File: src/matrix_add_multiply_transpose_macros.svh
// assertion macros of the matrix engine rtl
// no dependencies; included by files that carry concurrent checks
`ifndef MATRIX_ADD_MULTIPLY_TRANSPOSE_MACROS_SVH
`define MATRIX_ADD_MULTIPLY_TRANSPOSE_MACROS_SVH

// same-cycle implication, off during reset
`define MAMT_ASSERT_IMPLY(label, clk, rst, ante, cons, msg) \
   label: assert property (@(posedge clk) disable iff (rst) (ante) |-> (cons)) \
      else $error(msg);

// next-cycle implication, off during reset
`define MAMT_ASSERT_NEXT(label, clk, rst, ante, cons, msg) \
   label: assert property (@(posedge clk) disable iff (rst) (ante) |=> (cons)) \
      else $error(msg);

`endif

File: src/mamt_pkg.sv
// shared types, constants and helpers of the matrix engine
// no dependencies; used by every module of the block but mamt_ram
package mamt_pkg;

   localparam int MAX_DIM      = 8;
   localparam int DATA_W       = 32;
   localparam int SIZE_W       = 4;
   localparam int OP_W         = 2;
   localparam int FIELD_W      = 3;
   localparam int CSR_IDX_W    = 3;
   localparam int CSR_DATA_W   = 4;
   localparam int IDX_W        = $clog2(MAX_DIM);
   localparam int DIM_W        = $clog2(MAX_DIM + 1);
   localparam int ADDR_W       = $clog2(MAX_DIM * MAX_DIM);
   localparam int CNT_W        = $clog2(MAX_DIM * MAX_DIM + 1);
   localparam int STORE_DEPTH  = MAX_DIM * MAX_DIM;
   localparam int FLAT_W       = IDX_W + DIM_W + 1;
   localparam int RSP_TDATA_W  = 40;
   localparam int RSP_PAD_W    = RSP_TDATA_W - DATA_W - 2 * FIELD_W;
   localparam int OUT_DEPTH    = 4;
   localparam int OUT_PTR_W    = $clog2(OUT_DEPTH);
   localparam int OUT_CNT_W    = $clog2(OUT_DEPTH + 1);
   localparam int JQ_DEPTH     = 2;
   localparam int JQ_PTR_W     = $clog2(JQ_DEPTH);
   localparam int JQ_CNT_W     = $clog2(JQ_DEPTH + 1);

   localparam logic [OP_W-1:0] OP_ADD = 2'd0;
   localparam logic [OP_W-1:0] OP_MUL = 2'd1;
   localparam logic [OP_W-1:0] OP_TRN = 2'd2;

   localparam logic [CSR_IDX_W-1:0] CSR_OPERATION   = 3'd0;
   localparam logic [CSR_IDX_W-1:0] CSR_ROWS_FIRST  = 3'd1;
   localparam logic [CSR_IDX_W-1:0] CSR_COLS_FIRST  = 3'd2;
   localparam logic [CSR_IDX_W-1:0] CSR_ROWS_SECOND = 3'd3;
   localparam logic [CSR_IDX_W-1:0] CSR_COLS_SECOND = 3'd4;

   typedef enum logic [1:0] {
      KIND_ADD,
      KIND_MUL,
      KIND_TRN,
      KIND_ERR
   } kind_type;

   typedef enum logic {
      GEN_IDLE,
      GEN_RUN
   } gen_state_type;

   // one run handed from the loader to the compute side
   typedef struct packed {
      kind_type           kind;
      logic [IDX_W-1:0]   last_row;
      logic [IDX_W-1:0]   last_col;
      logic [IDX_W-1:0]   last_k;
      logic [DIM_W-1:0]   width_first;
      logic [DIM_W-1:0]   width_second;
   } job_type;

   typedef struct packed {
      logic    full;
      logic    valid;
   } jq_status_type;

   typedef struct packed {
      logic                en_first;
      logic                en_second;
      logic [ADDR_W-1:0]   addr;
      logic [DATA_W-1:0]   data;
   } ram_wr_type;

   // travels with each read through the compute pipeline
   typedef struct packed {
      kind_type           kind;
      logic [IDX_W-1:0]   row;
      logic [IDX_W-1:0]   col;
      logic               first_k;
      logic               last_k;
      logic               fin;
   } tag_type;

   typedef struct packed {
      logic [DATA_W-1:0]    value;
      logic [FIELD_W-1:0]   row;
      logic [FIELD_W-1:0]   col;
      logic                 last;
      logic                 err;
   } rsp_type;

   // zero reads as one, oversize clamps to the maximum
   function automatic logic [DIM_W-1:0] eff_size(input logic [SIZE_W-1:0] r);
      logic [DIM_W-1:0] res;
      if (r == '0) begin
         res = DIM_W'(1);
      end else if (int'(r) > MAX_DIM) begin
         res = DIM_W'(MAX_DIM);
      end else begin
         res = DIM_W'(r);
      end
      return res;
   endfunction

   function automatic logic [IDX_W-1:0] last_idx(input logic [DIM_W-1:0] d);
      logic [DIM_W-1:0] m;
      m = d - DIM_W'(1);
      return m[IDX_W-1:0];
   endfunction

   // row-major address r * w + c
   function automatic logic [ADDR_W-1:0] flat_addr(input logic [IDX_W-1:0] r,
                                                   input logic [DIM_W-1:0] w,
                                                   input logic [IDX_W-1:0] c);
      logic [FLAT_W-1:0] full;
      full = FLAT_W'(r) * FLAT_W'(w) + FLAT_W'(c);
      return full[ADDR_W-1:0];
   endfunction

endpackage

File: src/mamt_jobq.sv
// two-entry queue of run descriptors between loader and compute side
// depends on mamt_pkg
module mamt_jobq (
   input  logic                        clock,
   input  logic                        reset,
   input  logic                        push,
   input  mamt_pkg::job_type           push_job,
   input  logic                        pop,
   output mamt_pkg::job_type           head_job,
   output mamt_pkg::jq_status_type     stat
);

   mamt_pkg::job_type                  entries_ff [mamt_pkg::JQ_DEPTH];
   mamt_pkg::job_type                  entry_in;
   logic [mamt_pkg::JQ_PTR_W-1:0]      wr_ptr_ff, wr_ptr_in;
   logic [mamt_pkg::JQ_PTR_W-1:0]      rd_ptr_ff, rd_ptr_in;
   logic [mamt_pkg::JQ_CNT_W-1:0]      count_ff, count_in;
   logic                               do_push, do_pop;

   always_ff @(posedge clock) begin
      if (reset) begin
         wr_ptr_ff <= '0;
         rd_ptr_ff <= '0;
         count_ff  <= '0;
      end else begin
         wr_ptr_ff <= wr_ptr_in;
         rd_ptr_ff <= rd_ptr_in;
         count_ff  <= count_in;
      end
   end

   always_ff @(posedge clock) begin
      if (do_push) begin
         entries_ff[wr_ptr_ff] <= entry_in;
      end
   end

   always_comb begin
      stat.full  = (count_ff == mamt_pkg::JQ_CNT_W'(mamt_pkg::JQ_DEPTH));
      stat.valid = (count_ff != '0);
      head_job   = entries_ff[rd_ptr_ff];
      entry_in   = push_job;
      do_push    = push && !stat.full;
      do_pop     = pop && stat.valid;
      wr_ptr_in  = do_push ? wr_ptr_ff + mamt_pkg::JQ_PTR_W'(1) : wr_ptr_ff;
      rd_ptr_in  = do_pop ? rd_ptr_ff + mamt_pkg::JQ_PTR_W'(1) : rd_ptr_ff;
      count_in   = count_ff;
      if (do_push && !do_pop) begin
         count_in = count_ff + mamt_pkg::JQ_CNT_W'(1);
      end else if (do_pop && !do_push) begin
         count_in = count_ff - mamt_pkg::JQ_CNT_W'(1);
      end
   end

endmodule

File: config.mk
export PLATFORM = sky130hd
export DESIGN_NAME = mamt_jobq
export DESIGN_NICKNAME = d
export VERILOG_FILES = /design/src/matrix_add_multiply_transpose_macros.svh /design/src/mamt_pkg.sv /design/src/mamt_jobq.sv
export SDC_FILE = /design/constraint.sdc
export NUM_CORES = 1
export LEC_CHECK = 0
export ABC_AREA = 1
export BUFFER_PORTS_ARGS = -buffer_cell sky130_fd_sc_hd__buf_2
export CORE_MARGIN = 2
export CORE_UTILIZATION = 51
export CTS_CLUSTER_DIAMETER = 50
export DETAILED_ROUTE_END_ITERATION = 7
export PLACE_DENSITY = 0.78
export SYNTH_ARGS = -nofsm -noshare
export SYNTH_HDL_FRONTEND = slang
export SYNTH_SLANG_ARGS = --single-unit
File: constraint.sdc
create_clock -name clock -period 2.4 [get_ports clock]
set_clock_uncertainty 0.05 [all_clocks]
set_input_delay 0.24 -clock clock [delete_from_list [all_inputs] [get_ports clock]]
set_output_delay 0.24 -clock clock [all_outputs]
set_load 0.01 [all_outputs]
* Word level (Yosys, flattened, before mapping)
Memories as Yosys holds them, arrays and structs flattened. A register that Yosys moved wholly into a read port is not among the register bits.
Cells that the tools add are included.
** Storage, ports and cells
- Memories :: 1
- Input port bits :: 23
- Bits in writable memories :: 38
- Word-level logic and storage cells :: 24
- Register bits :: 4
- Output and inout port bits :: 21
** Memory list
- entries_ff :: depth 2, bits a word 19, read ports 1, clocked after memory_dff 1, write ports 1, line mamt_jobq.sv:13 : mamt_pkg::job_type entries_ff [mamt_pkg::JQ_DEPTH];
** Operators by class
- Reductions and logical operators :: 9
- Equal/unequal tests :: 1
- Mux-type cells :: 6
- Add/subtract/negate cells :: 4
** Operators by type and width (count)
- 1-bit logical AND :: 4
- 1-bit two-way mux :: 4
- 2-bit two-way mux :: 2
- 2-bit nonzero test :: 2
- 1-bit zero test :: 3
- 1-bit adder, second input constant :: 2
- 2-bit by 1-bit adder with 2-bit output, second input constant :: 1
- 2-bit equality test, second input constant :: 1
- 2-bit by 1-bit subtractor with 2-bit output, second input constant :: 1

* Logic depth before layout (Yosys ltp)
Gate-level depths: netlist (run 1).
- Depth in word-level cells :: 7
- Mapped depth :: 10
- Gate-level depth less buffers :: 10

* Worst setup path after synthesis (run 1)
Ideal clock, no wire load.
- Path type :: flip-flop to flip-flop
- From :: reg count_ff[1] in the netlist's numbering
- To :: mem entries_ff[1][0] in the netlist's numbering (enable)
- Arrival :: 1.294 ns
- Slack :: 0.662 ns
- Cell stages (with the launch flop) :: 4
- Path through :: dfxtp_1 > inv_1 > o21ai_2 > nor2_1
** On the way
- Cells in the longest elaborated chain, start to end :: 5
** Ends and longest elaborated chain
- start: declaration :: line mamt_jobq.sv:17 : logic [mamt_pkg::JQ_CNT_W-1:0] count_ff, count_in;
- start signal: assignment :: line mamt_jobq.sv:28 : count_ff <= count_in;
- 2-bit equality test :: line mamt_jobq.sv:39 : stat.full = (count_ff == mamt_pkg::JQ_CNT_W'(mamt_pkg::JQ_DEPTH));
- 1-bit zero test :: line mamt_jobq.sv:43 : do_push = push && !stat.full;
- 1-bit logical AND :: line mamt_jobq.sv:43
- 1-bit two-way mux :: line mamt_jobq.sv:33 : if (do_push) begin
- 1-bit two-way mux (implied by the code) :: line mamt_jobq.sv:34 : entries_ff[wr_ptr_ff] <= entry_in;
- end: declaration :: line mamt_jobq.sv:13
No other way between the ends.

==> impl_metrics.py, run 1 <==
metrics = {
    "worst_hold_path": {
        "hp-class": "in2reg",
    },
    "yosys": {
        "ys.warnings.count": 0,
        "netlist.area_leader.share_pct": 68.4,
        "syn-cell-area_um2": 1670,
        "ys_ff_latch": 43,
        "ys_types": 15,
        "synth_nets": 120,
        "synth.area.top_cells": "edfxtp_1 (68%), mux2_4 (9.0%), mux2_2 (6.1%), dfxtp_1 (6.0%), inv_1 (1.8%)",
        "synth_cells": 96,
        "yosysTopAreaCell": "edfxtp_1",
        "ys_seq_area_share_pct": 74.4,
        "synth_area_per_cell_um2": 17.4,
    },
    "worst_setup_path": {
        "critPathArrivalTime_ns": 1.69,
        "critPathMaxFanout": 12,
        "startpoint_type": "register",
        "path_class": "reg2out",
        "end_kind": "output port",
        "crit_required_ns": 2.11,
    },
    "power": {
        "pwr-share-seq_pct": 47.8,
        "power.switching_uw": 548,
        "leakage_uw": 0.000834,
        "p_per_area_nw_per_um2": 1020,
        "intPower_uw": 1540,
        "swShare_pct": 26.3,
        "p_total_uw": 2090,
        "comb_power_share_pct": 26.6,
        "ir_worst_vdd_v": 0.000546,
        "power_frac_clock_pct": 25.5,
    },
    "clock_tree": {
        "cts_buffers": 5,
        "ctsHtreeMaxLevel": 2,
        "clockBufferDepth": 2,
        "post_cts_resized": 0,
        "cts_setup_buffers": 0,
        "clock-sinks": 43,
        "ctsHoldBuffers": 0,
        "clk_pin_slew_ns": 0.12,
        "cts_tree": "built",
        "clockRootBuffer": "clkbuf_4",
        "worst_skew_pair.late_latency_ns": 0.34,
    },
    "timing": {
        "hold_viol_final": 0,
        "fin_tns_setup_ns": 0,
        "slew_headroom_pct": 72.5,
        "worst_slew_pin_slew_ns": 0.411,
        "max_freq_ghz": 0.506,
        "layout_setup_ws_ns": 0.424,
        "finalMaxSlewViolations": 0,
        "rsz0062_at_grt": "false",
        "fin_crit_ns": 1.98,
        "finalSetupViolCount": 0,
        "fin_crit_sh_pct": 82.3,
    },
    "die": {
        "coreArea_um2": 3080,
        "die_h_um": 61.2,
        "initial_utilization_pct": 54.2,
        "rows": 20,
        "die-area_um2": 3740,
        "fp.dieW_um": 61.2,
        "ios": 44,
    },
    "routing": {
        "drtIter0Drc": 34,
        "first_pass_iters": 4,
        "totalWireLength_mm": 2.50,
        "vias": 947,
        "ant_nets": 0,
        "drc": 0,
        "avgViaCountPerCell": 4.91,
        "wl_per_cell_um": 12.9,
    },
    "placement": {
        "pre_cts_slack_ns": 0.787,
        "place_congestion": 0.674,
        "dpl-instance-area_um2": 1930,
        "place_hpwl_mm": 1.83,
        "port_buffers": 43,
    },
    "global_routing": {
        "grt_max_degree": 16,
        "track_usage_pct": 14.7,
        "grt_antenna_before_repair": 0,
        "grt_pass1_wl_mm": 3.84,
        "grt_overflow": 0,
        "grt_pass1_vias": 894,
    },
    "final_layout": {
        "area_growth_pct": 22.7,
        "finalInstanceArea_um2": 2050,
        "antenna-diode-count": 0,
        "drive_above_1_share_pct": 50.3,
        "fin_nets": 172,
    },
    "outcome": {
        "status": "finished clean",
    },
    "run": {
        "max_cap_viol_count": 0,
    },
}
[per-layer routing]
metal	part of all wire, %	GRT usage (%)
met1	41	16.0
met2	51	24.6
met3	6.6	6.30
met4	1.9	6.83
met5	0	0
[worst max-delay path, cell delays in order, from the launching register on]
cell	delay, ns
dfxtp_1	0.54
buf_4	0.31
mux2_2	0.36
buf_2	0.14
[registers in the layout (all words and copies together) (netlist names), named ones only]
signal      count
count_ff        2
entries_ff     38
rd_ptr_ff       1
wr_ptr_ff       1
[cells by family after synthesis]
kind of cell,share of synthesized area (%)
DFF,74.4
adders and majority gates,0.750
buffers and inverters,3.68
muxes,15.1
and+or+nand+nor,4.35
AOI/OAI and AO/OA,1.73
[synthesized netlist by cell type, drive strengths merged]
cell    number
nor2         8
dfxtp        5
edfxtp      38
nand2        7
nand4        1
a21oi        2
buf          2
ha           1
mux2        19
o21ai        3
inv          8
nand3        2
[layout make-up]
class,count,area (um2)
sequential,43,1240
fill,225,1030
multi-input combinational,43,370
timing repair buffer,47,248
clock inverter,2,60.1
tap,44,55.1
clock buffer,6,41.3
inverter,8,30.0
[power groups by stage]
stage	logic, uW	clock network, uW	registers [uW]
after floorplan	412	0	995
after global placement	544	0	1010
after detailed placement	563	0	1020
after CTS	564	549	1000
after global routing	618	579	1010
final	555	533	998
[final timing paths]
path | from | endpoint | slack [ns] | cells after the start
worst min register to register | rd_ptr_ff$_SDFFE_PP0P_ | rd_ptr_ff$_SDFFE_PP0P_ | 0.48 | 2
worst max-delay path | register | head_job[4] | 0.42 | 3
worst max register to register | count_ff[1]$_SDFFE_PP0P_ | count_ff[1]$_SDFFE_PP0P_ | 0.88 | 9
worst min-delay path | push_job[3] | entries_ff[1][3]$_DFFE_PP_ | 0.03 | 1
[stage by stage]
stage	instances	util, %	hold slack, ns
after global placement	184	62.8	0.377
after detailed placement	184	62.8	0.381
after floorplan	96	-	0.289
final	193	66.5	0.0317
after CTS	192	66.1	0.00917
after global routing	193	66.5	0.00218
[cells in the final DEF (no fill, tap or decap), types with 2 or more instances in the layout]
cell type and instances:
buf_2 43, edfxtp_1 38, mux2_4 10, mux2_2 9
inv_1 8, nand2_1 7, nor2_1 6, dfxtp_1 5
clkbuf_4 5, buf_4 3, nor2_2 2, o21ai_0 2
a21oi_1 2, nand3_1 2, bufinv_16 2
No activity file was read; power rests on OpenSTA's default activity.
==> run 2: changes to the inputs <==
==> constraint.sdc (replaced) <==
create_clock -name clock -period 1.9 [get_ports clock]
set_clock_uncertainty 0.05 [all_clocks]
set_input_delay 0.19 -clock clock [delete_from_list [all_inputs] [get_ports clock]]
set_output_delay 0.19 -clock clock [all_outputs]
set_load 0.01 [all_outputs]
==> impl_metrics.py, run 2 (same netlist as run 1, synthesis figures left out) <==
metrics = {
    "outcome": {
        "status": "finished clean",
    },
    "worst_setup_path": {
        "max_stage_delay_ns": 0.47,
        "end_kind": "output port",
        "startpoint_type": "register",
        "critPathArrivalTime_ns": 1.49,
        "path_buf_inv": 2,
        "crit_required_ns": 1.66,
        "r2r-start": "count_ff[1]$_SDFFE_PP0P_",
        "critPathMaxFanout": 15,
        "crit_chain": "buf_12 -> mux2_2 -> buf_2",
        "crit_family": "flip-flops",
        "worst-path-stages": 3,
        "path_class": "reg2out",
        "reg2reg_depth": 9,
        "slowest_stage": "dfxtp_1",
    },
    "clock_tree": {
        "clk_pin_slew_ns": 0.11,
        "cts_setup_buffers": 0,
        "clockBufferDepth": 2,
        "cts_buffers": 5,
        "post_cts_resized": 0,
        "cts_tree": "built",
        "clock-sinks": 43,
        "worst_skew_pair.late_latency_ns": 0.33,
        "clockRootBuffer": "clkbuf_4",
        "ctsHtreeMaxLevel": 2,
    },
    "final_layout": {
        "fin_nets": 192,
        "drive_above_1_share_pct": 45.0,
        "regArea_um2": 1240,
        "fill_cells": 220,
        "multiInputGateArea_um2": 370,
        "layout_common_cells": "buf_2 (43), edfxtp_1 (38), dlygate4sd3_1 (19)",
        "finalInstanceArea_um2": 2200,
        "regMostFlops": "entries_ff",
        "area_growth_pct": 32.0,
        "fin_util_pct": 71.5,
        "final_common_cell": "buf_2",
        "largest_register_ffs": 38,
        "top_regs": "entries_ff: 38 flops, count_ff: 2 flops",
        "antenna-diode-count": 0,
    },
    "power": {
        "p_total_uw": 2410,
        "ir_worst_vdd_v": 0.000651,
        "leakage_uw": 0.000900,
        "p_per_area_nw_per_um2": 1090,
    },
    "timing": {
        "fin_tns_setup_ns": 0,
        "max_freq_ghz": 0.579,
        "slew_headroom_pct": 83.5,
        "hold_viol_final": 0,
        "whs_ns": 0.0888,
        "fin_crit_ns": 1.73,
        "fin_crit_sh_pct": 91.0,
        "finalSetupViolCount": 0,
        "rsz0062_at_grt": "false",
        "finalMaxSlewViolations": 0,
        "worst_slew_pin_slew_ns": 0.247,
    },
    "worst_hold_path": {
        "holdPathStages": 4,
        "hold_path_startpoint": "reset",
        "hp-class": "in2reg",
    },
    "placement": {
        "port_buffers": 43,
        "place_congestion": 0.682,
        "place_hpwl_mm": 1.80,
        "dpl-instance-area_um2": 1960,
    },
    "die": {
        "die-area_um2": 3740,
        "rows": 20,
        "die_h_um": 61.2,
        "fp.dieW_um": 61.2,
        "ios": 44,
        "coreArea_um2": 3080,
        "initial_utilization_pct": 54.2,
    },
    "global_routing": {
        "grt_antenna_before_repair": 0,
        "grt_max_degree": 16,
        "grt_pass1_vias": 926,
        "grt_pass1_wl_mm": 3.80,
        "track_usage_pct": 14.8,
        "grt_overflow": 0,
    },
    "routing": {
        "vias": 989,
        "drc": 0,
        "totalWireLength_mm": 2.62,
        "ant_nets": 0,
        "drtIter0Drc": 12,
        "avgViaCountPerCell": 4.64,
        "wl_per_cell_um": 12.3,
        "first_pass_iters": 4,
    },
    "run": {
        "max_cap_viol_count": 0,
    },
}
[run 2: changes by cell type in the layout (fill, tap and decap cells not counted)]
cell	change
buf_4	+1
dlygate4sd3_1	+18
buf_12	+1
clkinv_2	+1
bufinv_16	-2
clkinv_1	+1
[run 2: worst paths after layout]
check / endpoint / slack, ns
worst max-delay path: head_job[18] / 0.17
worst min-delay path: count_ff[1]$_SDFFE_PP0P_ / 0.09
worst max register to register: count_ff[1]$_SDFFE_PP0P_ / 0.37
worst min register to register: register / 0.47
[run 2: timing repair]
item | CTS | global route
setup endpoints to repair | 0 | 0
endpoints found under the hold margin | 38 | 0
hold buffers | 19 | 0
[run 2: layer usage]
metal / vias up / wire length [um] / track usage (%)
met1: 464 / 1090 / 15.6
li1: 493 / - / -
met5: - / 0 / 0
met4: 0 / 20 / 5.59
met2: 30 / 1360 / 26.1
met3: 2 / 152 / 6.09
[run 2: worst min-delay path, stage by stage]
cell and delay (ns):
buf_2 0.07, inv_1 0.06, nand2_1 0.07, nor2_1 0.04
[run 2: power by group]
part | internal, uW | switching, uW
logic | 386 | 381
registers | 1200 | 58.5
clock network | 139 | 249
total | 1720 | 688
[run 2: final cells by class]
type	instances	share of cell area, %
Timing Repair Buffer	67	20.7
Inverter	8	1.36
Clock buffer	6	1.88
Tap cell	44	2.50
Clock inverter	2	0.398
Sequential cell	43	56.4
Multi-Input combinational cell	43	16.8
[run 2: metrics by stage]
step           std cells  worst slack [ns]
2_1_floorplan         96             0.162
3_3_place_gp         186             0.498
3_5_place_dp         186             0.405
4_1_cts              213             0.137
5_1_grt              213            0.0632
6_report             213             0.172
