## src/matrix_add_multiply_transpose_macros.svh

```systemverilog
// assertion macros of the matrix engine rtl
// no dependencies; included by files that carry concurrent checks
`ifndef MATRIX_ADD_MULTIPLY_TRANSPOSE_MACROS_SVH
`define MATRIX_ADD_MULTIPLY_TRANSPOSE_MACROS_SVH

// same-cycle implication, off during reset
`define MAMT_ASSERT_IMPLY(label, clk, rst, ante, cons, msg) \
   label: assert property (@(posedge clk) disable iff (rst) (ante) |-> (cons)) \
      else $error(msg);

// next-cycle implication, off during reset
`define MAMT_ASSERT_NEXT(label, clk, rst, ante, cons, msg) \
   label: assert property (@(posedge clk) disable iff (rst) (ante) |=> (cons)) \
      else $error(msg);

`endif

```

## src/mamt_pkg.sv

```systemverilog
// shared types, constants and helpers of the matrix engine
// no dependencies; used by every module of the block but mamt_ram
package mamt_pkg;

   localparam int MAX_DIM      = 8;
   localparam int DATA_W       = 32;
   localparam int SIZE_W       = 4;
   localparam int OP_W         = 2;
   localparam int FIELD_W      = 3;
   localparam int CSR_IDX_W    = 3;
   localparam int CSR_DATA_W   = 4;
   localparam int IDX_W        = $clog2(MAX_DIM);
   localparam int DIM_W        = $clog2(MAX_DIM + 1);
   localparam int ADDR_W       = $clog2(MAX_DIM * MAX_DIM);
   localparam int CNT_W        = $clog2(MAX_DIM * MAX_DIM + 1);
   localparam int STORE_DEPTH  = MAX_DIM * MAX_DIM;
   localparam int FLAT_W       = IDX_W + DIM_W + 1;
   localparam int RSP_TDATA_W  = 40;
   localparam int RSP_PAD_W    = RSP_TDATA_W - DATA_W - 2 * FIELD_W;
   localparam int OUT_DEPTH    = 4;
   localparam int OUT_PTR_W    = $clog2(OUT_DEPTH);
   localparam int OUT_CNT_W    = $clog2(OUT_DEPTH + 1);
   localparam int JQ_DEPTH     = 2;
   localparam int JQ_PTR_W     = $clog2(JQ_DEPTH);
   localparam int JQ_CNT_W     = $clog2(JQ_DEPTH + 1);

   localparam logic [OP_W-1:0] OP_ADD = 2'd0;
   localparam logic [OP_W-1:0] OP_MUL = 2'd1;
   localparam logic [OP_W-1:0] OP_TRN = 2'd2;

   localparam logic [CSR_IDX_W-1:0] CSR_OPERATION   = 3'd0;
   localparam logic [CSR_IDX_W-1:0] CSR_ROWS_FIRST  = 3'd1;
   localparam logic [CSR_IDX_W-1:0] CSR_COLS_FIRST  = 3'd2;
   localparam logic [CSR_IDX_W-1:0] CSR_ROWS_SECOND = 3'd3;
   localparam logic [CSR_IDX_W-1:0] CSR_COLS_SECOND = 3'd4;

   typedef enum logic [1:0] {
      KIND_ADD,
      KIND_MUL,
      KIND_TRN,
      KIND_ERR
   } kind_type;

   typedef enum logic {
      GEN_IDLE,
      GEN_RUN
   } gen_state_type;

   // one run handed from the loader to the compute side
   typedef struct packed {
      kind_type           kind;
      logic [IDX_W-1:0]   last_row;
      logic [IDX_W-1:0]   last_col;
      logic [IDX_W-1:0]   last_k;
      logic [DIM_W-1:0]   width_first;
      logic [DIM_W-1:0]   width_second;
   } job_type;

   typedef struct packed {
      logic    full;
      logic    valid;
   } jq_status_type;

   typedef struct packed {
      logic                en_first;
      logic                en_second;
      logic [ADDR_W-1:0]   addr;
      logic [DATA_W-1:0]   data;
   } ram_wr_type;

   // travels with each read through the compute pipeline
   typedef struct packed {
      kind_type           kind;
      logic [IDX_W-1:0]   row;
      logic [IDX_W-1:0]   col;
      logic               first_k;
      logic               last_k;
      logic               fin;
   } tag_type;

   typedef struct packed {
      logic [DATA_W-1:0]    value;
      logic [FIELD_W-1:0]   row;
      logic [FIELD_W-1:0]   col;
      logic                 last;
      logic                 err;
   } rsp_type;

   // zero reads as one, oversize clamps to the maximum
   function automatic logic [DIM_W-1:0] eff_size(input logic [SIZE_W-1:0] r);
      logic [DIM_W-1:0] res;
      if (r == '0) begin
         res = DIM_W'(1);
      end else if (int'(r) > MAX_DIM) begin
         res = DIM_W'(MAX_DIM);
      end else begin
         res = DIM_W'(r);
      end
      return res;
   endfunction

   function automatic logic [IDX_W-1:0] last_idx(input logic [DIM_W-1:0] d);
      logic [DIM_W-1:0] m;
      m = d - DIM_W'(1);
      return m[IDX_W-1:0];
   endfunction

   // row-major address r * w + c
   function automatic logic [ADDR_W-1:0] flat_addr(input logic [IDX_W-1:0] r,
                                                   input logic [DIM_W-1:0] w,
                                                   input logic [IDX_W-1:0] c);
      logic [FLAT_W-1:0] full;
      full = FLAT_W'(r) * FLAT_W'(w) + FLAT_W'(c);
      return full[ADDR_W-1:0];
   endfunction

endpackage

```

## src/mamt_front.sv

```systemverilog
// loader: configuration registers, element intake and run classification
// depends on mamt_pkg
module mamt_front (
   input  logic                               clock,
   input  logic                               reset,
   input  logic                               csr_we,
   input  logic [mamt_pkg::CSR_IDX_W-1:0]     csr_index,
   input  logic [mamt_pkg::CSR_DATA_W-1:0]    csr_wdata,
   input  logic                               req_tvalid,
   output logic                               req_tready,
   input  logic [mamt_pkg::DATA_W-1:0]        req_tdata,
   output mamt_pkg::ram_wr_type               ram_wr,
   input  mamt_pkg::jq_status_type            jq_stat,
   output logic                               job_push,
   output mamt_pkg::job_type                  job,
   input  logic                               back_done
);

   logic [mamt_pkg::OP_W-1:0]     op_ff, op_in;
   logic [mamt_pkg::SIZE_W-1:0]   rows_first_ff, rows_first_in;
   logic [mamt_pkg::SIZE_W-1:0]   cols_first_ff, cols_first_in;
   logic [mamt_pkg::SIZE_W-1:0]   rows_second_ff, rows_second_in;
   logic [mamt_pkg::SIZE_W-1:0]   cols_second_ff, cols_second_in;
   logic [mamt_pkg::CNT_W-1:0]    load_count_ff, load_count_in;
   logic                          loading_second_ff, loading_second_in;
   logic                          busy_ff, busy_in;

   logic [mamt_pkg::DIM_W-1:0]    r1, c1, r2, c2;
   logic [mamt_pkg::CNT_W-1:0]    n1, n2, cnt_next;
   logic                          accept, is_trn, end_first, end_second;

   always_ff @(posedge clock) begin
      if (reset) begin
         op_ff             <= mamt_pkg::OP_ADD;
         rows_first_ff     <= mamt_pkg::SIZE_W'(1);
         cols_first_ff     <= mamt_pkg::SIZE_W'(1);
         rows_second_ff    <= mamt_pkg::SIZE_W'(1);
         cols_second_ff    <= mamt_pkg::SIZE_W'(1);
         load_count_ff     <= '0;
         loading_second_ff <= 1'b0;
         busy_ff           <= 1'b0;
      end else begin
         op_ff             <= op_in;
         rows_first_ff     <= rows_first_in;
         cols_first_ff     <= cols_first_in;
         rows_second_ff    <= rows_second_in;
         cols_second_ff    <= cols_second_in;
         load_count_ff     <= load_count_in;
         loading_second_ff <= loading_second_in;
         busy_ff           <= busy_in;
      end
   end

   always_comb begin
      r1 = mamt_pkg::eff_size(rows_first_ff);
      c1 = mamt_pkg::eff_size(cols_first_ff);
      r2 = mamt_pkg::eff_size(rows_second_ff);
      c2 = mamt_pkg::eff_size(cols_second_ff);
      n1 = mamt_pkg::CNT_W'(r1) * mamt_pkg::CNT_W'(c1);
      n2 = mamt_pkg::CNT_W'(r2) * mamt_pkg::CNT_W'(c2);
      // the unused selector code acts as transpose
      is_trn = (op_ff != mamt_pkg::OP_ADD) && (op_ff != mamt_pkg::OP_MUL);

      req_tready = !busy_ff && !jq_stat.full;
      accept     = req_tvalid && req_tready;
      cnt_next   = load_count_ff + mamt_pkg::CNT_W'(1);
      end_first  = !loading_second_ff && (cnt_next == n1);
      end_second = loading_second_ff && (cnt_next == n2);

      ram_wr.en_first  = accept && !loading_second_ff;
      ram_wr.en_second = accept && loading_second_ff;
      ram_wr.addr      = load_count_ff[mamt_pkg::ADDR_W-1:0];
      ram_wr.data      = req_tdata;

      job.width_first  = c1;
      job.width_second = c2;
      if (is_trn) begin
         job.kind     = mamt_pkg::KIND_TRN;
         job.last_row = mamt_pkg::last_idx(c1);
         job.last_col = mamt_pkg::last_idx(r1);
         job.last_k   = '0;
      end else if (op_ff == mamt_pkg::OP_ADD) begin
         job.kind     = ((r1 == r2) && (c1 == c2)) ? mamt_pkg::KIND_ADD : mamt_pkg::KIND_ERR;
         job.last_row = (job.kind == mamt_pkg::KIND_ADD) ? mamt_pkg::last_idx(r1) : '0;
         job.last_col = (job.kind == mamt_pkg::KIND_ADD) ? mamt_pkg::last_idx(c1) : '0;
         job.last_k   = '0;
      end else begin
         job.kind     = (c1 == r2) ? mamt_pkg::KIND_MUL : mamt_pkg::KIND_ERR;
         job.last_row = (job.kind == mamt_pkg::KIND_MUL) ? mamt_pkg::last_idx(r1) : '0;
         job.last_col = (job.kind == mamt_pkg::KIND_MUL) ? mamt_pkg::last_idx(c2) : '0;
         job.last_k   = (job.kind == mamt_pkg::KIND_MUL) ? mamt_pkg::last_idx(c1) : '0;
      end

      op_in             = op_ff;
      rows_first_in     = rows_first_ff;
      cols_first_in     = cols_first_ff;
      rows_second_in    = rows_second_ff;
      cols_second_in    = cols_second_ff;
      load_count_in     = load_count_ff;
      loading_second_in = loading_second_ff;
      busy_in           = busy_ff && !back_done;
      job_push          = 1'b0;

      if (csr_we) begin
         unique case (csr_index)
            mamt_pkg::CSR_OPERATION: begin
               op_in = csr_wdata[mamt_pkg::OP_W-1:0];
            end
            mamt_pkg::CSR_ROWS_FIRST: begin
               rows_first_in = csr_wdata;
            end
            mamt_pkg::CSR_COLS_FIRST: begin
               cols_first_in = csr_wdata;
            end
            mamt_pkg::CSR_ROWS_SECOND: begin
               rows_second_in = csr_wdata;
            end
            mamt_pkg::CSR_COLS_SECOND: begin
               cols_second_in = csr_wdata;
            end
            default: begin
            end
         endcase
      end

      priority if (csr_we && (csr_index <= mamt_pkg::CSR_COLS_SECOND)) begin
         // any register write restarts loading
         load_count_in     = '0;
         loading_second_in = 1'b0;
      end else if (accept) begin
         load_count_in = cnt_next;
         if (end_first && is_trn) begin
            load_count_in = '0;
            job_push      = 1'b1;
            busy_in       = 1'b1;
         end else if (end_first) begin
            load_count_in     = '0;
            loading_second_in = 1'b1;
         end else if (end_second) begin
            load_count_in     = '0;
            loading_second_in = 1'b0;
            job_push          = 1'b1;
            busy_in           = 1'b1;
         end
      end else begin
         // no transfer and no register write: loading state holds
      end
   end

endmodule

```

## config.mk

```make
export PLATFORM = sky130hd
export DESIGN_NAME = mamt_front
export DESIGN_NICKNAME = d
export VERILOG_FILES = /design/src/matrix_add_multiply_transpose_macros.svh /design/src/mamt_pkg.sv /design/src/mamt_front.sv
export SDC_FILE = /design/constraint.sdc
export NUM_CORES = 1
export LEC_CHECK = 0
export BUFFER_PORTS_ARGS = -buffer_cell sky130_fd_sc_hd__buf_4
export CORE_AREA = 10 10 92 94
export DETAILED_ROUTE_END_ITERATION = 10
export DIE_AREA = 0 0 102 104
export GPL_TIMING_DRIVEN = 0
export PLACE_DENSITY = 0.8
export SLEW_MARGIN = 20
export SYNTH_ARGS = -nofsm -noshare
export SYNTH_HDL_FRONTEND = slang
export SYNTH_SLANG_ARGS = --single-unit
export TNS_END_PERCENT = 10
```

## constraint.sdc

```tcl
create_clock -name clock -period 8.2 [get_ports clock]
set_clock_uncertainty 0.1 [all_clocks]
set_input_delay 1.64 -clock clock [delete_from_list [all_inputs] [get_ports clock]]
set_output_delay 1.64 -clock clock [all_outputs]
set_load 0.02 [all_outputs]
```

# Yosys cells after proc, flatten, opt, wreduce, memory -nomap -nowiden
# Cells that the tools add are included.
# totals
regBits,27
output_inout_bits,61
wordCells,94
# classes
add_sub_neg,4
mul,2
magnitude_cmp,5
n_eq_ne,11
muxes,32
n_bitwise,1
reduce_logical,31
# ops
operator,count
4-bit 2-to-1 mux,8
11-bit 2-to-1 mux,2
7-bit 2-to-1 mux,3
"4-bit > comparator, second input constant",4
4-bit logical NOT,4
3-bit 2-to-1 mux,5
7-bit == test,2
4-bit by 4-bit multiplier with 7-bit output,2
4-bit == test,3
1-bit 2-to-1 mux,12
1-bit logical AND,11
2-bit AND reduction,5
"3-bit by 1-bit subtractor with 3-bit output, second input constant",3
"7-bit by 1-bit adder with 7-bit output, second input constant",1
"3-bit by 2-bit == test with 1-bit output, second input constant",2
1-bit logical NOT,4
2-bit logical NOT,2
2-bit 2-to-1 mux,2
2-bit nonzero test,2
"3-bit by 1-bit == test with 1-bit output, second input constant",1
"3-bit == test, second input constant",1
"3-bit less-or-equal comparator, second input constant",1
3-bit logical NOT,1
3-bit AND reduction,1
4 further kinds,4

# Depth between registers and ports, before layout
# logic_depth
depth_word,11
ltp_mapped,17

# Worst setup path before layout
# Ideal clock, no wire load.
# synth_path
path_kind,reg2out
start,register rows_first_ff[0] (netlist bit)
end,output port job_push
t_arrival_ns,3.708
setup_slack_ns,2.752
path_stages_with_launch,17
path_buffers,0
cell_sequence,dfxtp_1 o21ba_2 nor2_1 inv_1 nor2_1 fa_1 inv_1 fa_1 inv_1 fa_1 a21o_1 a21oi_1 xnor2_1 xnor2_1 nand4_2 o21ai_2 and3_1
# synth_via
elab_chain_cells,10
word_cells_on_any_way,12
# synth_lines
element,line_no,rtl
from (decl),mamt_front.sv:20,"logic [mamt_pkg::SIZE_W-1:0] rows_first_ff, rows_first_in;"
from (signal assigned),mamt_front.sv:35,rows_first_ff <= mamt_pkg::SIZE_W'(1);
from (signal assigned),mamt_front.sv:44,rows_first_ff <= rows_first_in;
4-bit > comparator,mamt_pkg.sv:94,end else if (int'(r) > MAX_DIM) begin
4-bit 2-to-1 mux,mamt_pkg.sv:94,
4-bit 2-to-1 mux *,mamt_pkg.sv:92,if (r == '0) begin
4-bit by 4-bit multiplier with 7-bit output *,mamt_front.sv:59,n1 = mamt_pkg::CNT_W'(r1) * mamt_pkg::CNT_W'(c1);
7-bit == test *,mamt_front.sv:67,end_first = !loading_second_ff && (cnt_next == n1);
1-bit logical AND *,mamt_front.sv:67,
1-bit 2-to-1 mux / 1-bit logical AND (equally long branches),"mamt_front.sv:136, mamt_front.sv:132",
1-bit 2-to-1 mux *,mamt_front.sv:132,if (end_first && is_trn) begin
1-bit 2-to-1 mux *,mamt_front.sv:130,end else if (accept) begin
1-bit 2-to-1 mux *,mamt_front.sv:126,priority if (csr_we && (csr_index <= mamt_pkg::CSR_COLS_SECOND)) begin
to (decl),mamt_front.sv:14,"output logic job_push,"
# Every way passes the cells marked *; elsewhere a longest branch is shown, timed or not.

# Worst setup path after layout
# Ends and elaborated chain as after synthesis.

==> flow_summary_export.csv <==
group,metric,value,unit
outcome,status,"finished, final reports clean",
floorplan,dieWidth,102,um
floorplan,io_pins,107,
min_path,hold_class,"flip-flop to flip-flop",
pwr,leakagePower,1.85,nW
detailed_routing,vias,2678,
clock_tree,htreeDepth,1,
synth,syn_avg_cell_area,8.03,um^2
global_route,grt_pass1_vias,2609,
detailed_routing,drtAntennaViolNets,0,
clock_tree,cts_made_buffers,3,
synth,synth_nets,444,
cells_and_area,design_area,0.00364,mm^2
clock_tree,cts-root-buf,"clkbuf_8",
global_route,grt_usage,0.141,
clock_tree,holdBufCountCts,0,
worst_setup_path,crit_type,"flip-flop to output pin",
sta,maxSlewHeadroom,0.468,
sta,worst_pin_slew,0.792,ns
cells_and_area,layout-drive-gt1-share,0.312,
worst_setup_path,r2r_cells,16,
job,drv_cap,0,
detailed_routing,wl_per_cell,14.9,um
clock_tree,clk_latency,0.28,ns
sta,hold_viol,0,
pwr,combPwrFrac,0.335,
cells_and_area,syn_to_final_growth,23.7,%
placed_design,routabilityCongestion,0.880,
placed_design,port_buffers,73,
cells_and_area,layout_commonest_cell,"buf_4",
sta,period_share,0.749,
sta,layout_min_cycle_time,6.14,ns
cells_and_area,fillers,647,
synth,synth.cell_area,0.00294,mm^2
sta,rsz0062_at_grt,"false",
cells_and_area,layout_common_cells,"buf_4 (113), nor2_1 (59), dfxtp_1 (27), ha_1 (24), inv_1 (23)",
min_path,hold_depth,1,
detailed_routing,drt_pass1_iterations,4,
cells_and_area,final_nets,522,
sta,final.setup.tns,0,ns
pwr,p_int,0.000218,W
floorplan,initial_core_util,0.440,
floorplan,die_area,0.0106,mm^2
detailed_routing,drt-total-wl,7790,um
clock_tree,post_cts_buffers,0,
clock_tree,cts.sinks,27,
sta,maxClockFrequency,163,MHz
floorplan,rows,30,
synth,ys.flop_type,"dfxtp_1",
clock_tree,cts_buffer_depth,2,
global_route,grt_pass1_wl,12700,um
pwr,pwr-share-seq,0.422,
floorplan,core,0.00668,mm^2
worst_setup_path,cp_max_fo,10,
worst_setup_path,r2r_end,"loading_second_ff",
pwr,pwr_density_cell,89.1,mW/mm^2
global_route,grt_max_degree,17,
detailed_routing,vias_per_cell,5.12,
worst_setup_path,crit_required,6.46,ns
synth,synth_warnings,0,
clock_tree,post_cts_resized,0,
pwr,switching_share,0.328,
min_path,hold_end,"rows_second_ff[0]",
synth,async_flop_share,0,
pwr,power.net_switching,0.000106,W
floorplan,die-height,104,um
detailed_routing,drtIter0Drc,297,
cells_and_area,num_antenna_cells,0,
pwr,clkPwrFrac,0.243,
pwr,irDropWorstVdd,0.0532,mV
global_route,grt-ovfl-total,0,
clock_tree,cts_tree,"done",
worst_setup_path,r2r_start,"rows_first_ff[0]",
worst_setup_path,reg2reg_slack,4.01,ns
worst_setup_path,worstPathArrival,4.40,ns
synth,synth_enable_flop_cells,0,
global_route,antenna_found_initial,0,
synth,ys_seq_area_frac,0.184,
sta,final_max_slew_viol_count,0,
synth,yosysTopAreaCellShare,0.184,
placed_design,hpwl,6490,um
detailed_routing,drcViolationCount,0,
min_path,min_from,"rows_second_ff[0]",
synth,synth-seq-cells,27,
synth,synth_area_leaders,"dfxtp_1 (18%), buf_4 (10%), ha_1 (10%)",
worst_setup_path,worst_setup_path_end_kind,"output pin",
sta,setup_viol,0,
clock_tree,path_clk_slew,0.09,ns
synth,yosys.area.top_type,"dfxtp_1",
synth,synthCells,366,
worst_setup_path,start_kind,"flip-flop",
synth,synth_cell_types,50,
placed_design,post_dp_cell_area,0.00359,mm^2
[power by group through the flow]
stage	logic (W)	clock network, W	registers (W)
4_1_cts	0.000109	0.0000794	0.000137
5_1_grt	0.000118	0.0000875	0.000137
2_1_floorplan	0.0000710	0	0.000139
3_5_place_dp	0.000109	0	0.000140
3_3_place_gp	0.000107	0	0.000140
6_report	0.000109	0.0000787	0.000137
[synthesized netlist by cell type, types with 2 or more instances]
cell	number
a21o_1	6
and2_1	4
o211ai_1	2
fa_1	8
a32oi_1	2
dfxtp_1	27
nand4_1	3
nor3_1	6
and3_1	4
clkbuf_1	7
buf_1	2
nor2_1	59
nor4_2	3
nand3_1	8
buf_2	3
ha_1	24
nand2b_1	5
a211o_1	5
inv_1	23
a31oi_1	2
mux2i_1	13
o221ai_1	2
nor3b_1	3
nor2b_1	6
xnor2_1	22
buf_4	40
o22ai_1	5
xor2_1	14
nand2_1	22
a21oi_1	12
o21ai_0	2
o21ba_2	4
[stage by stage]
step	setup WS, ns	instances	util	total power, W	hold WS [ns]
final	2.06	523	0.544	0.000324	0.372
after CTS	2.06	523	0.544	0.000325	0.375
after global placement	2.41	519	0.537	0.000247	0.342
after floorplan	2.75	366	-	0.000210	0.326
after global routing	1.73	523	0.544	0.000343	0.412
after detailed placement	2.39	519	0.537	0.000249	0.352
[critical path, stage by stage (launching register included)]
cell and delay (ns):
dfxtp_1 0.33, o21ba_2 0.27, nor2_1 0.07, inv_1 0.19, nor2_1 0.09, fa_1 0.53, inv_1 0.05, fa_1 0.53
inv_1 0.07, fa_1 0.45, a21o_1 0.19, a21oi_1 0.16, xnor2_1 0.16, xnor2_1 0.16, nand4_2 0.30, o21ai_2 0.24
and3_1 0.18, buf_4 0.14
[per-layer routing]
metal  vias to the layer above  part of all wire  wire length [um]  global-route usage
met5                         -                 0                 0                   0
met4                         0             0.011                85              0.0353
met3                         8              0.11               828              0.0365
met2                       114              0.46              3550               0.222
met1                      1217              0.43              3320               0.185
li1                       1339                 -                 -                   -
[registers in the layout, summed over array words and instances (netlist names)]
signal             count
load_count_ff          7
cols_first_ff          4
op_ff                  2
cols_second_ff         4
busy_ff                1
rows_second_ff         4
loading_second_ff      1
rows_first_ff          4
[cells by family after synthesis]
kind of cell             after synthesis  share of synthesized area
AND/OR/NAND/NOR                      133                      0.230
buffers and inverters                 77                      0.154
AO/OA/AOI/OAI                         46                      0.111
XOR/XNOR                              38                      0.120
adder cells (fa/ha/maj)               32                      0.157
flip-flops                            27                      0.184
multiplexers                          13                     0.0443
[area by class of cell]
cell class	instances	area [um^2]	area share
plain buffers	54	365	0.100
repair buffers	73	548	0.151
clock inverters	1	7.51	0.00206
well taps	80	100	0.0275
multi-input cells	262	1950	0.535
clock buffers	3	41.3	0.0114
inverters	23	86.3	0.0237
flip-flops and latches	27	541	0.149
[worst max path at each step]
stage | start | endpoint | slack [ns] | cells after the start
floorplan | rows_first_ff[0] | job_push | 2.75 | 16
global placement | rows_first_ff[0] | job_push | 2.41 | 17
detailed placement | rows_first_ff[0] | job_push | 2.39 | 17
CTS | rows_first_ff[0] | job_push | 2.06 | 17
global route | cols_second_ff[3] | job_push | 1.73 | 18
finish | rows_first_ff[0] | job_push | 2.06 | 17
Power figures use the tool's default switching activity.
