## src/matrix_add_multiply_transpose_macros.svh

```systemverilog
// assertion macros of the matrix engine rtl
// no dependencies; included by files that carry concurrent checks
`ifndef MATRIX_ADD_MULTIPLY_TRANSPOSE_MACROS_SVH
`define MATRIX_ADD_MULTIPLY_TRANSPOSE_MACROS_SVH

// same-cycle implication, off during reset
`define MAMT_ASSERT_IMPLY(label, clk, rst, ante, cons, msg) \
   label: assert property (@(posedge clk) disable iff (rst) (ante) |-> (cons)) \
      else $error(msg);

// next-cycle implication, off during reset
`define MAMT_ASSERT_NEXT(label, clk, rst, ante, cons, msg) \
   label: assert property (@(posedge clk) disable iff (rst) (ante) |=> (cons)) \
      else $error(msg);

`endif

```

## src/mamt_pkg.sv

```systemverilog
// shared types, constants and helpers of the matrix engine
// no dependencies; used by every module of the block but mamt_ram
package mamt_pkg;

   localparam int MAX_DIM      = 8;
   localparam int DATA_W       = 32;
   localparam int SIZE_W       = 4;
   localparam int OP_W         = 2;
   localparam int FIELD_W      = 3;
   localparam int CSR_IDX_W    = 3;
   localparam int CSR_DATA_W   = 4;
   localparam int IDX_W        = $clog2(MAX_DIM);
   localparam int DIM_W        = $clog2(MAX_DIM + 1);
   localparam int ADDR_W       = $clog2(MAX_DIM * MAX_DIM);
   localparam int CNT_W        = $clog2(MAX_DIM * MAX_DIM + 1);
   localparam int STORE_DEPTH  = MAX_DIM * MAX_DIM;
   localparam int FLAT_W       = IDX_W + DIM_W + 1;
   localparam int RSP_TDATA_W  = 40;
   localparam int RSP_PAD_W    = RSP_TDATA_W - DATA_W - 2 * FIELD_W;
   localparam int OUT_DEPTH    = 4;
   localparam int OUT_PTR_W    = $clog2(OUT_DEPTH);
   localparam int OUT_CNT_W    = $clog2(OUT_DEPTH + 1);
   localparam int JQ_DEPTH     = 2;
   localparam int JQ_PTR_W     = $clog2(JQ_DEPTH);
   localparam int JQ_CNT_W     = $clog2(JQ_DEPTH + 1);

   localparam logic [OP_W-1:0] OP_ADD = 2'd0;
   localparam logic [OP_W-1:0] OP_MUL = 2'd1;
   localparam logic [OP_W-1:0] OP_TRN = 2'd2;

   localparam logic [CSR_IDX_W-1:0] CSR_OPERATION   = 3'd0;
   localparam logic [CSR_IDX_W-1:0] CSR_ROWS_FIRST  = 3'd1;
   localparam logic [CSR_IDX_W-1:0] CSR_COLS_FIRST  = 3'd2;
   localparam logic [CSR_IDX_W-1:0] CSR_ROWS_SECOND = 3'd3;
   localparam logic [CSR_IDX_W-1:0] CSR_COLS_SECOND = 3'd4;

   typedef enum logic [1:0] {
      KIND_ADD,
      KIND_MUL,
      KIND_TRN,
      KIND_ERR
   } kind_type;

   typedef enum logic {
      GEN_IDLE,
      GEN_RUN
   } gen_state_type;

   // one run handed from the loader to the compute side
   typedef struct packed {
      kind_type           kind;
      logic [IDX_W-1:0]   last_row;
      logic [IDX_W-1:0]   last_col;
      logic [IDX_W-1:0]   last_k;
      logic [DIM_W-1:0]   width_first;
      logic [DIM_W-1:0]   width_second;
   } job_type;

   typedef struct packed {
      logic    full;
      logic    valid;
   } jq_status_type;

   typedef struct packed {
      logic                en_first;
      logic                en_second;
      logic [ADDR_W-1:0]   addr;
      logic [DATA_W-1:0]   data;
   } ram_wr_type;

   // travels with each read through the compute pipeline
   typedef struct packed {
      kind_type           kind;
      logic [IDX_W-1:0]   row;
      logic [IDX_W-1:0]   col;
      logic               first_k;
      logic               last_k;
      logic               fin;
   } tag_type;

   typedef struct packed {
      logic [DATA_W-1:0]    value;
      logic [FIELD_W-1:0]   row;
      logic [FIELD_W-1:0]   col;
      logic                 last;
      logic                 err;
   } rsp_type;

   // zero reads as one, oversize clamps to the maximum
   function automatic logic [DIM_W-1:0] eff_size(input logic [SIZE_W-1:0] r);
      logic [DIM_W-1:0] res;
      if (r == '0) begin
         res = DIM_W'(1);
      end else if (int'(r) > MAX_DIM) begin
         res = DIM_W'(MAX_DIM);
      end else begin
         res = DIM_W'(r);
      end
      return res;
   endfunction

   function automatic logic [IDX_W-1:0] last_idx(input logic [DIM_W-1:0] d);
      logic [DIM_W-1:0] m;
      m = d - DIM_W'(1);
      return m[IDX_W-1:0];
   endfunction

   // row-major address r * w + c
   function automatic logic [ADDR_W-1:0] flat_addr(input logic [IDX_W-1:0] r,
                                                   input logic [DIM_W-1:0] w,
                                                   input logic [IDX_W-1:0] c);
      logic [FLAT_W-1:0] full;
      full = FLAT_W'(r) * FLAT_W'(w) + FLAT_W'(c);
      return full[ADDR_W-1:0];
   endfunction

endpackage

```

## src/mamt_back.sv

```systemverilog
// compute side: index sequencer, read / combine / accumulate pipeline, result fifo
// depends on mamt_pkg; reads the two element stores through registered ports
module mamt_back (
   input  logic                                clock,
   input  logic                                reset,
   input  logic                                job_valid,
   input  mamt_pkg::job_type                   job,
   output logic                                job_pop,
   output logic                                done,
   output logic [mamt_pkg::ADDR_W-1:0]         first_rd_addr,
   output logic [mamt_pkg::ADDR_W-1:0]         second_rd_addr,
   input  logic [mamt_pkg::DATA_W-1:0]         first_rd_data,
   input  logic [mamt_pkg::DATA_W-1:0]         second_rd_data,
   output logic                                rsp_tvalid,
   input  logic                                rsp_tready,
   output logic [mamt_pkg::RSP_TDATA_W-1:0]    rsp_tdata,
   output logic                                rsp_tlast,
   output logic                                rsp_tuser
);

   mamt_pkg::gen_state_type          state_ff, state_in;
   mamt_pkg::job_type                job_ff, job_in;
   logic [mamt_pkg::IDX_W-1:0]       a_ff, a_in, b_ff, b_in, k_ff, k_in;
   logic [mamt_pkg::OUT_CNT_W-1:0]   credit_ff, credit_in;
   mamt_pkg::tag_type                cur_tag;
   logic                             issue;

   logic                             s1_valid_ff, s1_valid_in;
   mamt_pkg::tag_type                s1_tag_ff, s1_tag_in;
   logic                             s2_valid_ff, s2_valid_in;
   mamt_pkg::tag_type                s2_tag_ff, s2_tag_in;
   logic [mamt_pkg::DATA_W-1:0]      term_ff, term_in;
   logic [mamt_pkg::DATA_W-1:0]      acc_ff, acc_in, acc_sum;

   mamt_pkg::rsp_type                fifo_ff [mamt_pkg::OUT_DEPTH];
   mamt_pkg::rsp_type                fifo_in, head;
   logic [mamt_pkg::OUT_PTR_W-1:0]   wr_ptr_ff, wr_ptr_in, rd_ptr_ff, rd_ptr_in;
   logic [mamt_pkg::OUT_CNT_W-1:0]   count_ff, count_in;
   logic                             push, pop;

   always_ff @(posedge clock) begin
      if (reset) begin
         state_ff    <= mamt_pkg::GEN_IDLE;
         credit_ff   <= mamt_pkg::OUT_CNT_W'(mamt_pkg::OUT_DEPTH);
         s1_valid_ff <= 1'b0;
         s2_valid_ff <= 1'b0;
         wr_ptr_ff   <= '0;
         rd_ptr_ff   <= '0;
         count_ff    <= '0;
      end else begin
         state_ff    <= state_in;
         credit_ff   <= credit_in;
         s1_valid_ff <= s1_valid_in;
         s2_valid_ff <= s2_valid_in;
         wr_ptr_ff   <= wr_ptr_in;
         rd_ptr_ff   <= rd_ptr_in;
         count_ff    <= count_in;
      end
   end

   always_ff @(posedge clock) begin
      job_ff    <= job_in;
      a_ff      <= a_in;
      b_ff      <= b_in;
      k_ff      <= k_in;
      s1_tag_ff <= s1_tag_in;
      s2_tag_ff <= s2_tag_in;
      term_ff   <= term_in;
      acc_ff    <= acc_in;
      if (push) begin
         fifo_ff[wr_ptr_ff] <= fifo_in;
      end
   end

   // sequencer: row, column and inner index of the current read
   always_comb begin
      cur_tag.kind    = job_ff.kind;
      cur_tag.row     = a_ff;
      cur_tag.col     = b_ff;
      cur_tag.first_k = (k_ff == '0);
      cur_tag.last_k  = (k_ff == job_ff.last_k);
      cur_tag.fin     = (a_ff == job_ff.last_row) && (b_ff == job_ff.last_col);

      unique case (job_ff.kind)
         mamt_pkg::KIND_MUL: begin
            first_rd_addr  = mamt_pkg::flat_addr(a_ff, job_ff.width_first, k_ff);
            second_rd_addr = mamt_pkg::flat_addr(k_ff, job_ff.width_second, b_ff);
         end
         mamt_pkg::KIND_TRN: begin
            first_rd_addr  = mamt_pkg::flat_addr(b_ff, job_ff.width_first, a_ff);
            second_rd_addr = '0;
         end
         default: begin
            first_rd_addr  = mamt_pkg::flat_addr(a_ff, job_ff.width_first, b_ff);
            second_rd_addr = first_rd_addr;
         end
      endcase

      // a read that closes a result needs a free fifo slot reserved
      issue = (state_ff == mamt_pkg::GEN_RUN) && (!cur_tag.last_k || (credit_ff != '0));

      state_in = state_ff;
      job_in   = job_ff;
      a_in     = a_ff;
      b_in     = b_ff;
      k_in     = k_ff;
      job_pop  = 1'b0;
      done     = 1'b0;

      unique case (state_ff)
         mamt_pkg::GEN_IDLE: begin
            if (job_valid) begin
               job_pop  = 1'b1;
               job_in   = job;
               a_in     = '0;
               b_in     = '0;
               k_in     = '0;
               state_in = mamt_pkg::GEN_RUN;
            end
         end
         mamt_pkg::GEN_RUN: begin
            if (issue) begin
               if (!cur_tag.last_k) begin
                  k_in = k_ff + mamt_pkg::IDX_W'(1);
               end else if (b_ff != job_ff.last_col) begin
                  k_in = '0;
                  b_in = b_ff + mamt_pkg::IDX_W'(1);
               end else if (a_ff != job_ff.last_row) begin
                  k_in = '0;
                  b_in = '0;
                  a_in = a_ff + mamt_pkg::IDX_W'(1);
               end else begin
                  done     = 1'b1;
                  state_in = mamt_pkg::GEN_IDLE;
               end
            end
         end
         default: begin
            state_in = mamt_pkg::GEN_IDLE;
         end
      endcase
   end

   // pipeline: read, combine, accumulate
   always_comb begin
      s1_valid_in = issue;
      s1_tag_in   = cur_tag;
      s2_valid_in = s1_valid_ff;
      s2_tag_in   = s1_tag_ff;

      unique case (s1_tag_ff.kind)
         mamt_pkg::KIND_ADD: term_in = first_rd_data + second_rd_data;
         mamt_pkg::KIND_MUL: term_in = first_rd_data * second_rd_data;
         mamt_pkg::KIND_TRN: term_in = first_rd_data;
         default:            term_in = '0;
      endcase

      acc_sum = (s2_tag_ff.first_k ? '0 : acc_ff) + term_ff;
      acc_in  = s2_valid_ff ? acc_sum : acc_ff;
      push    = s2_valid_ff && s2_tag_ff.last_k;

      fifo_in.value = acc_sum;
      fifo_in.row   = mamt_pkg::FIELD_W'(s2_tag_ff.row);
      fifo_in.col   = mamt_pkg::FIELD_W'(s2_tag_ff.col);
      fifo_in.last  = s2_tag_ff.fin;
      fifo_in.err   = (s2_tag_ff.kind == mamt_pkg::KIND_ERR);
   end

   // result fifo and slot credits
   always_comb begin
      head       = fifo_ff[rd_ptr_ff];
      rsp_tvalid = (count_ff != '0);
      pop        = rsp_tvalid && rsp_tready;
      rsp_tdata  = {{mamt_pkg::RSP_PAD_W{1'b0}}, head.col, head.row, head.value};
      rsp_tlast  = head.last;
      rsp_tuser  = head.err;

      wr_ptr_in = push ? wr_ptr_ff + mamt_pkg::OUT_PTR_W'(1) : wr_ptr_ff;
      rd_ptr_in = pop ? rd_ptr_ff + mamt_pkg::OUT_PTR_W'(1) : rd_ptr_ff;
      count_in  = count_ff;
      if (push && !pop) begin
         count_in = count_ff + mamt_pkg::OUT_CNT_W'(1);
      end else if (pop && !push) begin
         count_in = count_ff - mamt_pkg::OUT_CNT_W'(1);
      end

      credit_in = credit_ff;
      if ((issue && cur_tag.last_k) && !pop) begin
         credit_in = credit_ff - mamt_pkg::OUT_CNT_W'(1);
      end else if (pop && !(issue && cur_tag.last_k)) begin
         credit_in = credit_ff + mamt_pkg::OUT_CNT_W'(1);
      end
   end

endmodule

```

## config.mk

```make
export PLATFORM = sky130hd
export DESIGN_NAME = mamt_back
export DESIGN_NICKNAME = d
export VERILOG_FILES = /design/src/matrix_add_multiply_transpose_macros.svh /design/src/mamt_pkg.sv /design/src/mamt_back.sv
export SDC_FILE = /design/constraint.sdc
export NUM_CORES = 2
export LEC_CHECK = 0
export ABC_AREA = 1
export BUFFER_PORTS_ARGS = -buffer_cell sky130_fd_sc_hd__buf_2
export CAP_MARGIN = 5
export CORE_ASPECT_RATIO = 1.25
export CORE_MARGIN = 3
export CORE_UTILIZATION = 45
export CTS_BUF_LIST = sky130_fd_sc_hd__clkbuf_8 sky130_fd_sc_hd__clkbuf_16
export DETAILED_ROUTE_END_ITERATION = 8
export GPL_ROUTABILITY_DRIVEN = 0
export PLACE_DENSITY = 0.59
export SLEW_MARGIN = 40
export SYNTH_ARGS = -nofsm -noshare
export SYNTH_HDL_FRONTEND = slang
export SYNTH_SLANG_ARGS = --single-unit
```

## constraint.sdc

```tcl
create_clock -name clock -period 12.8 [get_ports clock]
set_input_delay 2.56 -clock clock [delete_from_list [all_inputs] [get_ports clock]]
set_output_delay 2.56 -clock clock [all_outputs]
set_load 0.005 [all_outputs]
```

Word level (Yosys, flattened, before mapping)
Memory sizes are Yosys's and may differ from the RTL's. A register that Yosys moved wholly into a read port is not among the register bits.
Index checks and enable logic that the tools add are counted.
{ "totals": {"register_bits": 127, "mem_bits_rw": 160, "in_bits": 87, "mem_count": 1} }
{ "classes": {"addsub": 15, "mul": 4, "eq_ne": 17, "muxes": 39, "bitwise": 1, "n_reduce_logical": 24} }
{ "memory_table": {"columns": ["name", "depth", "word_bits", "read_ports", "rd_ports_with_merged_regs", "write_ports", "line_no", "source"], "rows": [
  ["fifo_ff", 4, 40, 1, 1, 1, "mamt_back.sv:35", "mamt_pkg::rsp_type fifo_ff [mamt_pkg::OUT_DEPTH];"]
]} }
{ "ops": {"columns": ["operator", "count"], "rows": [
  ["32-bit case mux with 3 select lines", 1],
  ["32-bit adder", 2],
  ["3-bit 2-to-1 mux", 16],
  ["32-bit by 32-bit multiplier with 32-bit output", 1],
  ["32-bit 2-to-1 mux", 1],
  ["6-bit by 3-bit adder with 6-bit output", 4],
  ["6-bit case mux with 2 select lines", 2],
  ["3-bit by 4-bit multiplier with 6-bit output", 3],
  ["3-bit case mux with 2 select lines", 3],
  ["3-bit by 1-bit adder with 3-bit output (second input constant)", 5],
  ["1-bit 2-to-1 mux", 13],
  ["3-bit equality test", 3],
  ["1-bit logical AND", 9],
  ["2-bit equality test (second input constant)", 3],
  ["2-bit by 1-bit inequality test with 1-bit output (second input constant)", 3],
  ["3-bit inequality test", 2],
  ["3-bit nonzero test", 2],
  ["3-bit by 1-bit subtractor with 3-bit output (second input constant)", 2],
  ["5-bit AND reduction", 1],
  ["2-bit by 1-bit adder with 2-bit output (second input constant)", 2],
  ["2-bit by 1-bit equality test with 1-bit output (second input constant)", 2],
  ["1-bit logical NOT", 4],
  ["2-bit 2-to-1 mux", 2],
  ["2-bit inequality test (second input constant)", 2],
  ["other kinds (11)", 12]
]} }

Longest topological paths before layout
{ "depth": {"ltp_word": 9, "depth_mapped": 36, "mapped_depth_nobuf": 34} }

Least setup slack after synthesis
No wires, ideal clock.
{ "synth_timing": {"path_type": "input-to-reg", "start": "input first_rd_data[12] (netlist name)", "end": "register term_ff[28] (netlist name)", "setup_ps": 123, "arrival_ps": 8624, "required_time_ps": 12677, "path_slack_ps": 4053, "cell_stages": 28, "path_cell_list": "clkbuf_1 -> buf_1 -> nand2_1 -> inv_1 -> fa_1 -> fa_1 -> fa_1 -> inv_1 -> fa_1 -> inv_1 -> fa_1 -> inv_1 -> fa_1 -> inv_1 -> fa_1 -> fa_1 -> ha_1 -> nand2_1 -> nor4_4 -> nand4_1 -> nand3_1 -> nand2_1 -> nand2_1 -> nand2_1 -> nand2_1 -> a21oi_1 -> o21ai_0 -> nand3_1"} }
{ "synth_via": {"elab_chain_cells": 2, "elab_cells_between_ends": 3, "classes_between": "add/sub: 1; mul: 1; mux: 1"} }
{ "synth_lines": {"columns": ["item", "line_no", "source"], "rows": [
  ["from (decl)", "mamt_back.sv:12", "input logic [mamt_pkg::DATA_W-1:0] first_rd_data,"],
  ["32-bit by 32-bit multiplier with 32-bit output / 32-bit adder (equally long branches)", "mamt_back.sv:153, mamt_back.sv:152", null],
  ["32-bit case mux with 3 select lines (*)", "mamt_back.sv:151", "unique case (s1_tag_ff.kind)"],
  ["net term_in, one bit", "mamt_back.sv:32", "logic [mamt_pkg::DATA_W-1:0] term_ff, term_in;"],
  ["to (signal assigned)", "mamt_back.sv:68", "term_ff <= term_in;"],
  ["to (decl)", "mamt_back.sv:32", null]
]} }
Mark *: on every way through the listed nets, which the timed path passes. The rest lies on a longest branch.
A chain may end at the register's enable or synchronous reset.

Final worst setup path
{ "layout_timing": {"start": "input first_rd_data[10] (netlist name)", "end": "register term_ff[29] (netlist name)"} }
The elaborated chain is that of the path after synthesis.

==> run_results.csv <==
group,metric,value,unit
final_layout,ff_latch_area,7989,um2
timing,hold_viol_final,0,
logic_synthesis,synth_ff_type,"edfxtp_1",
worst_setup_path,crit_buf_inv,6,
routing,drt_pass1_iterations,7,
timing,worstMarginPinSlew,0.8719,ns
worst_setup_path,critical-path-max-stage-delay,0.63,ns
clock_tree,clock_latency,0.57,ns
clock_tree,cts_buffer_depth,3,
timing,slew_violations,0,
logic_synthesis,synth-edff-count,220,
worst_setup_path,cp_max_fo,24,
timing,period_share,0.7034,
clock_tree,cts_made_buffers,27,
logic_synthesis,yosys-top-cells-area,"fa_1 (27%), edfxtp_1 (21%), inv_1 (11%)",
logic_synthesis,yosysTopAreaCellShare,0.2657,
worst_setup_path,crit_family,"adder cells",
routing,routed_via_density,5.142,
clock_tree,htree_levels,1,
routing,wl,91180,um
clock_tree,cts.sinks,289,
logic_synthesis,yosysTopAreaCell,"fa_1",
clock_tree,cts-root-buf,"clkbuf_16",
global_routing,track_usage,0.2507,
placement,port_buffers,141,
worst_setup_path,cp-start-kind,"input pin",
final_layout,multi_input_area,19950,um2
logic_synthesis,syn_inst,3840,
clock_tree,path_clk_slew,0.08,ns
clock_tree,cts_resized,0,
global_routing,grt_pass1_wl,145200,um
routing,antenna_left,0,
global_routing,grt-ovfl-total,0,
floorplanning,die-area,74410,um2
floorplanning,fp.dieH,304.2,um
logic_synthesis,syn_area,32020,um2
final_layout,area_growth,7.631,%
timing,relSlewSlack,0.4187,
status,status,"completed",
worst_hold_path,hp-class,"reg2reg",
worst_setup_path,cp.arrival,9.46,ns
logic_synthesis,synth-seq-area-share,0.2495,
routing,drt-wirelength-per-cell,18.81,um
routing,drtIter0Drc,1497,
floorplanning,fp.dieW,244.6,um
job,cap_viol_max_count,0,
floorplanning,start_util,0.4575,
final_layout,drive_above_1_share,0.07395,
timing,rsz0062_at_grt,"no",
clock_tree,cts_tree,"yes",
logic_synthesis,synthArstFlopShare,0,
timing,skew,0.02640,ns
worst_setup_path,worstSetupEndpointType,"register",
worst_setup_path,cpMostUsedCell,"fa_1",
logic_synthesis,synth.most_common_cell,"inv_1",
floorplanning,ioPinCount,144,
logic_synthesis,synth_common_cells,"inv_1 (922), nand2_1 (885), fa_1 (425)",
final_layout,fill_cells,6942,
timing,setup_violations,0,
timing,fmax,111.1,MHz
logic_synthesis,postSynthAreaPerCell,8.339,um2
logic_synthesis,synth-seq-cells,289,
worst_setup_path,timing_worst_setup_path_type,"in2reg",
global_routing,grt_start_max_net_pins,69,
logic_synthesis,yosysWarnings,0,
worst_setup_path,crit_slowest_cell,"buf_2",
global_routing,antenna_found_initial,4,
clock_tree,ctsHoldBuffers,0,
global_routing,first_global_vias,26152,
placement,hpwl,68800,um
floorplanning,num_rows,108,
final_layout,nNetsFinal,4627,
routing,post-route-drc-count,0,
floorplanning,core_area,70000,um2
timing,tns,0,ns
clock_tree,post_cts_buffers,0,
worst_setup_path,cp.required,13.25,ns
routing,vias,24918,
timing,finalCriticalPeriod,9.004,ns
logic_synthesis,synth.distinct_cells,62,
-- sequential cells by signal, summed over array words and instances, names as in the netlist, 2 cells and up, named ones only --
register / count
wr_ptr_ff: 2
a_ff: 3
fifo_in: 7
s1_tag_ff: 11
cur_tag: 2
credit_ff: 3
count_ff: 3
job_ff: 17
term_ff: 32
b_ff: 3
k_ff: 3
fifo_ff: 160
acc_ff: 32
s2_tag_ff: 4
rd_ptr_ff: 2
-- per-stage QoR --
stage / area [um2] / instances / utilization / hold slack, ns / setup slack (ns)
6_report: 34460 / 4846 / 0.4924 / 0.3270 / 3.796
5_1_grt: 34460 / 4844 / 0.4923 / 0.3389 / 3.544
4_1_cts: 34450 / 4843 / 0.4922 / 0.3274 / 3.850
3_5_place_dp: 33490 / 4793 / 0.4784 / 0.3121 / 3.230
3_3_place_gp: 33490 / 4793 / 0.4784 / 0.3104 / 3.244
2_1_floorplan: 32020 / 3841 / - / 0.3096 / 4.053
-- cell families after synthesis --
kind of cell	after synthesis	synth area share
adder cells (fa/ha/maj)	653	0.3548
XOR/XNOR	77	0.02130
AND/OR/NAND/NOR	1274	0.1618
other	1	0.0001171
AO/OA/AOI/OAI	465	0.08393
flip-flops	289	0.2495
buffers and inverters	1081	0.1286
-- worst register-to-register path, delay by kind of cell (launching register included) --
family	cells	cell delay, ns
compound gates	5	1.02
fa+ha+maj	2	0.64
xor+xnor	1	0.48
flops	1	0.30
buf+inv	2	0.29
simple gates	1	0.16
-- layer usage --
metal,global-route usage,part of all wire
met1,0.3050,0.39
met2,0.4574,0.51
met3,0.02318,0.048
met4,0.09617,0.046
met5,0,0
-- worst paths after layout --
| kind | slack [ns] | startpoint | end | cells past startpoint |
|---|---|---|---|---|
| worst max-delay path | 3.80 | first_rd_data[10] | term_ff[29]$_DFF_P_ | 26 |
| worst min-delay path | 0.33 | s1_tag_ff[4]$_DFF_P_ | fifo_in[3]$_DFF_P_ | 0 |
| worst max register to register | 9.60 | s2_tag_ff[2]$_DFF_P_ | fifo_ff[3][26]$_DFFE_PP_ | 11 |
| worst min register to register | 0.33 | s1_tag_ff[4]$_DFF_P_ | fifo_in[3]$_DFF_P_ | 0 |
-- layout by cell type (no fill, tap or decap), drive strengths merged, types with 9 or more instances in the layout --
master,n
buf,162
fa,425
nand2,899
xor2,39
o21ai,193
o211ai,14
a21o,12
edfxtp,220
nand4,16
nor3,16
or2,12
a21oi,161
dfxtp,69
nand3,106
clkbuf,38
inv,943
nor2,209
ha,228
o22ai,41
o21bai,9
xnor2,38
-- layout make-up --
class,instances,area share
clock buffers,38,0.02530
repair buffers,162,0.02505
flip-flops and latches,289,0.2318
well taps,935,0.03394
diodes,3,0.0002178
inverters,936,0.1019
multi-input cells,2471,0.5790
clock inverters,12,0.002759
Power is not shown: default switching activity piles up to over one toggle a cycle in this logic, so the estimate is an artifact.
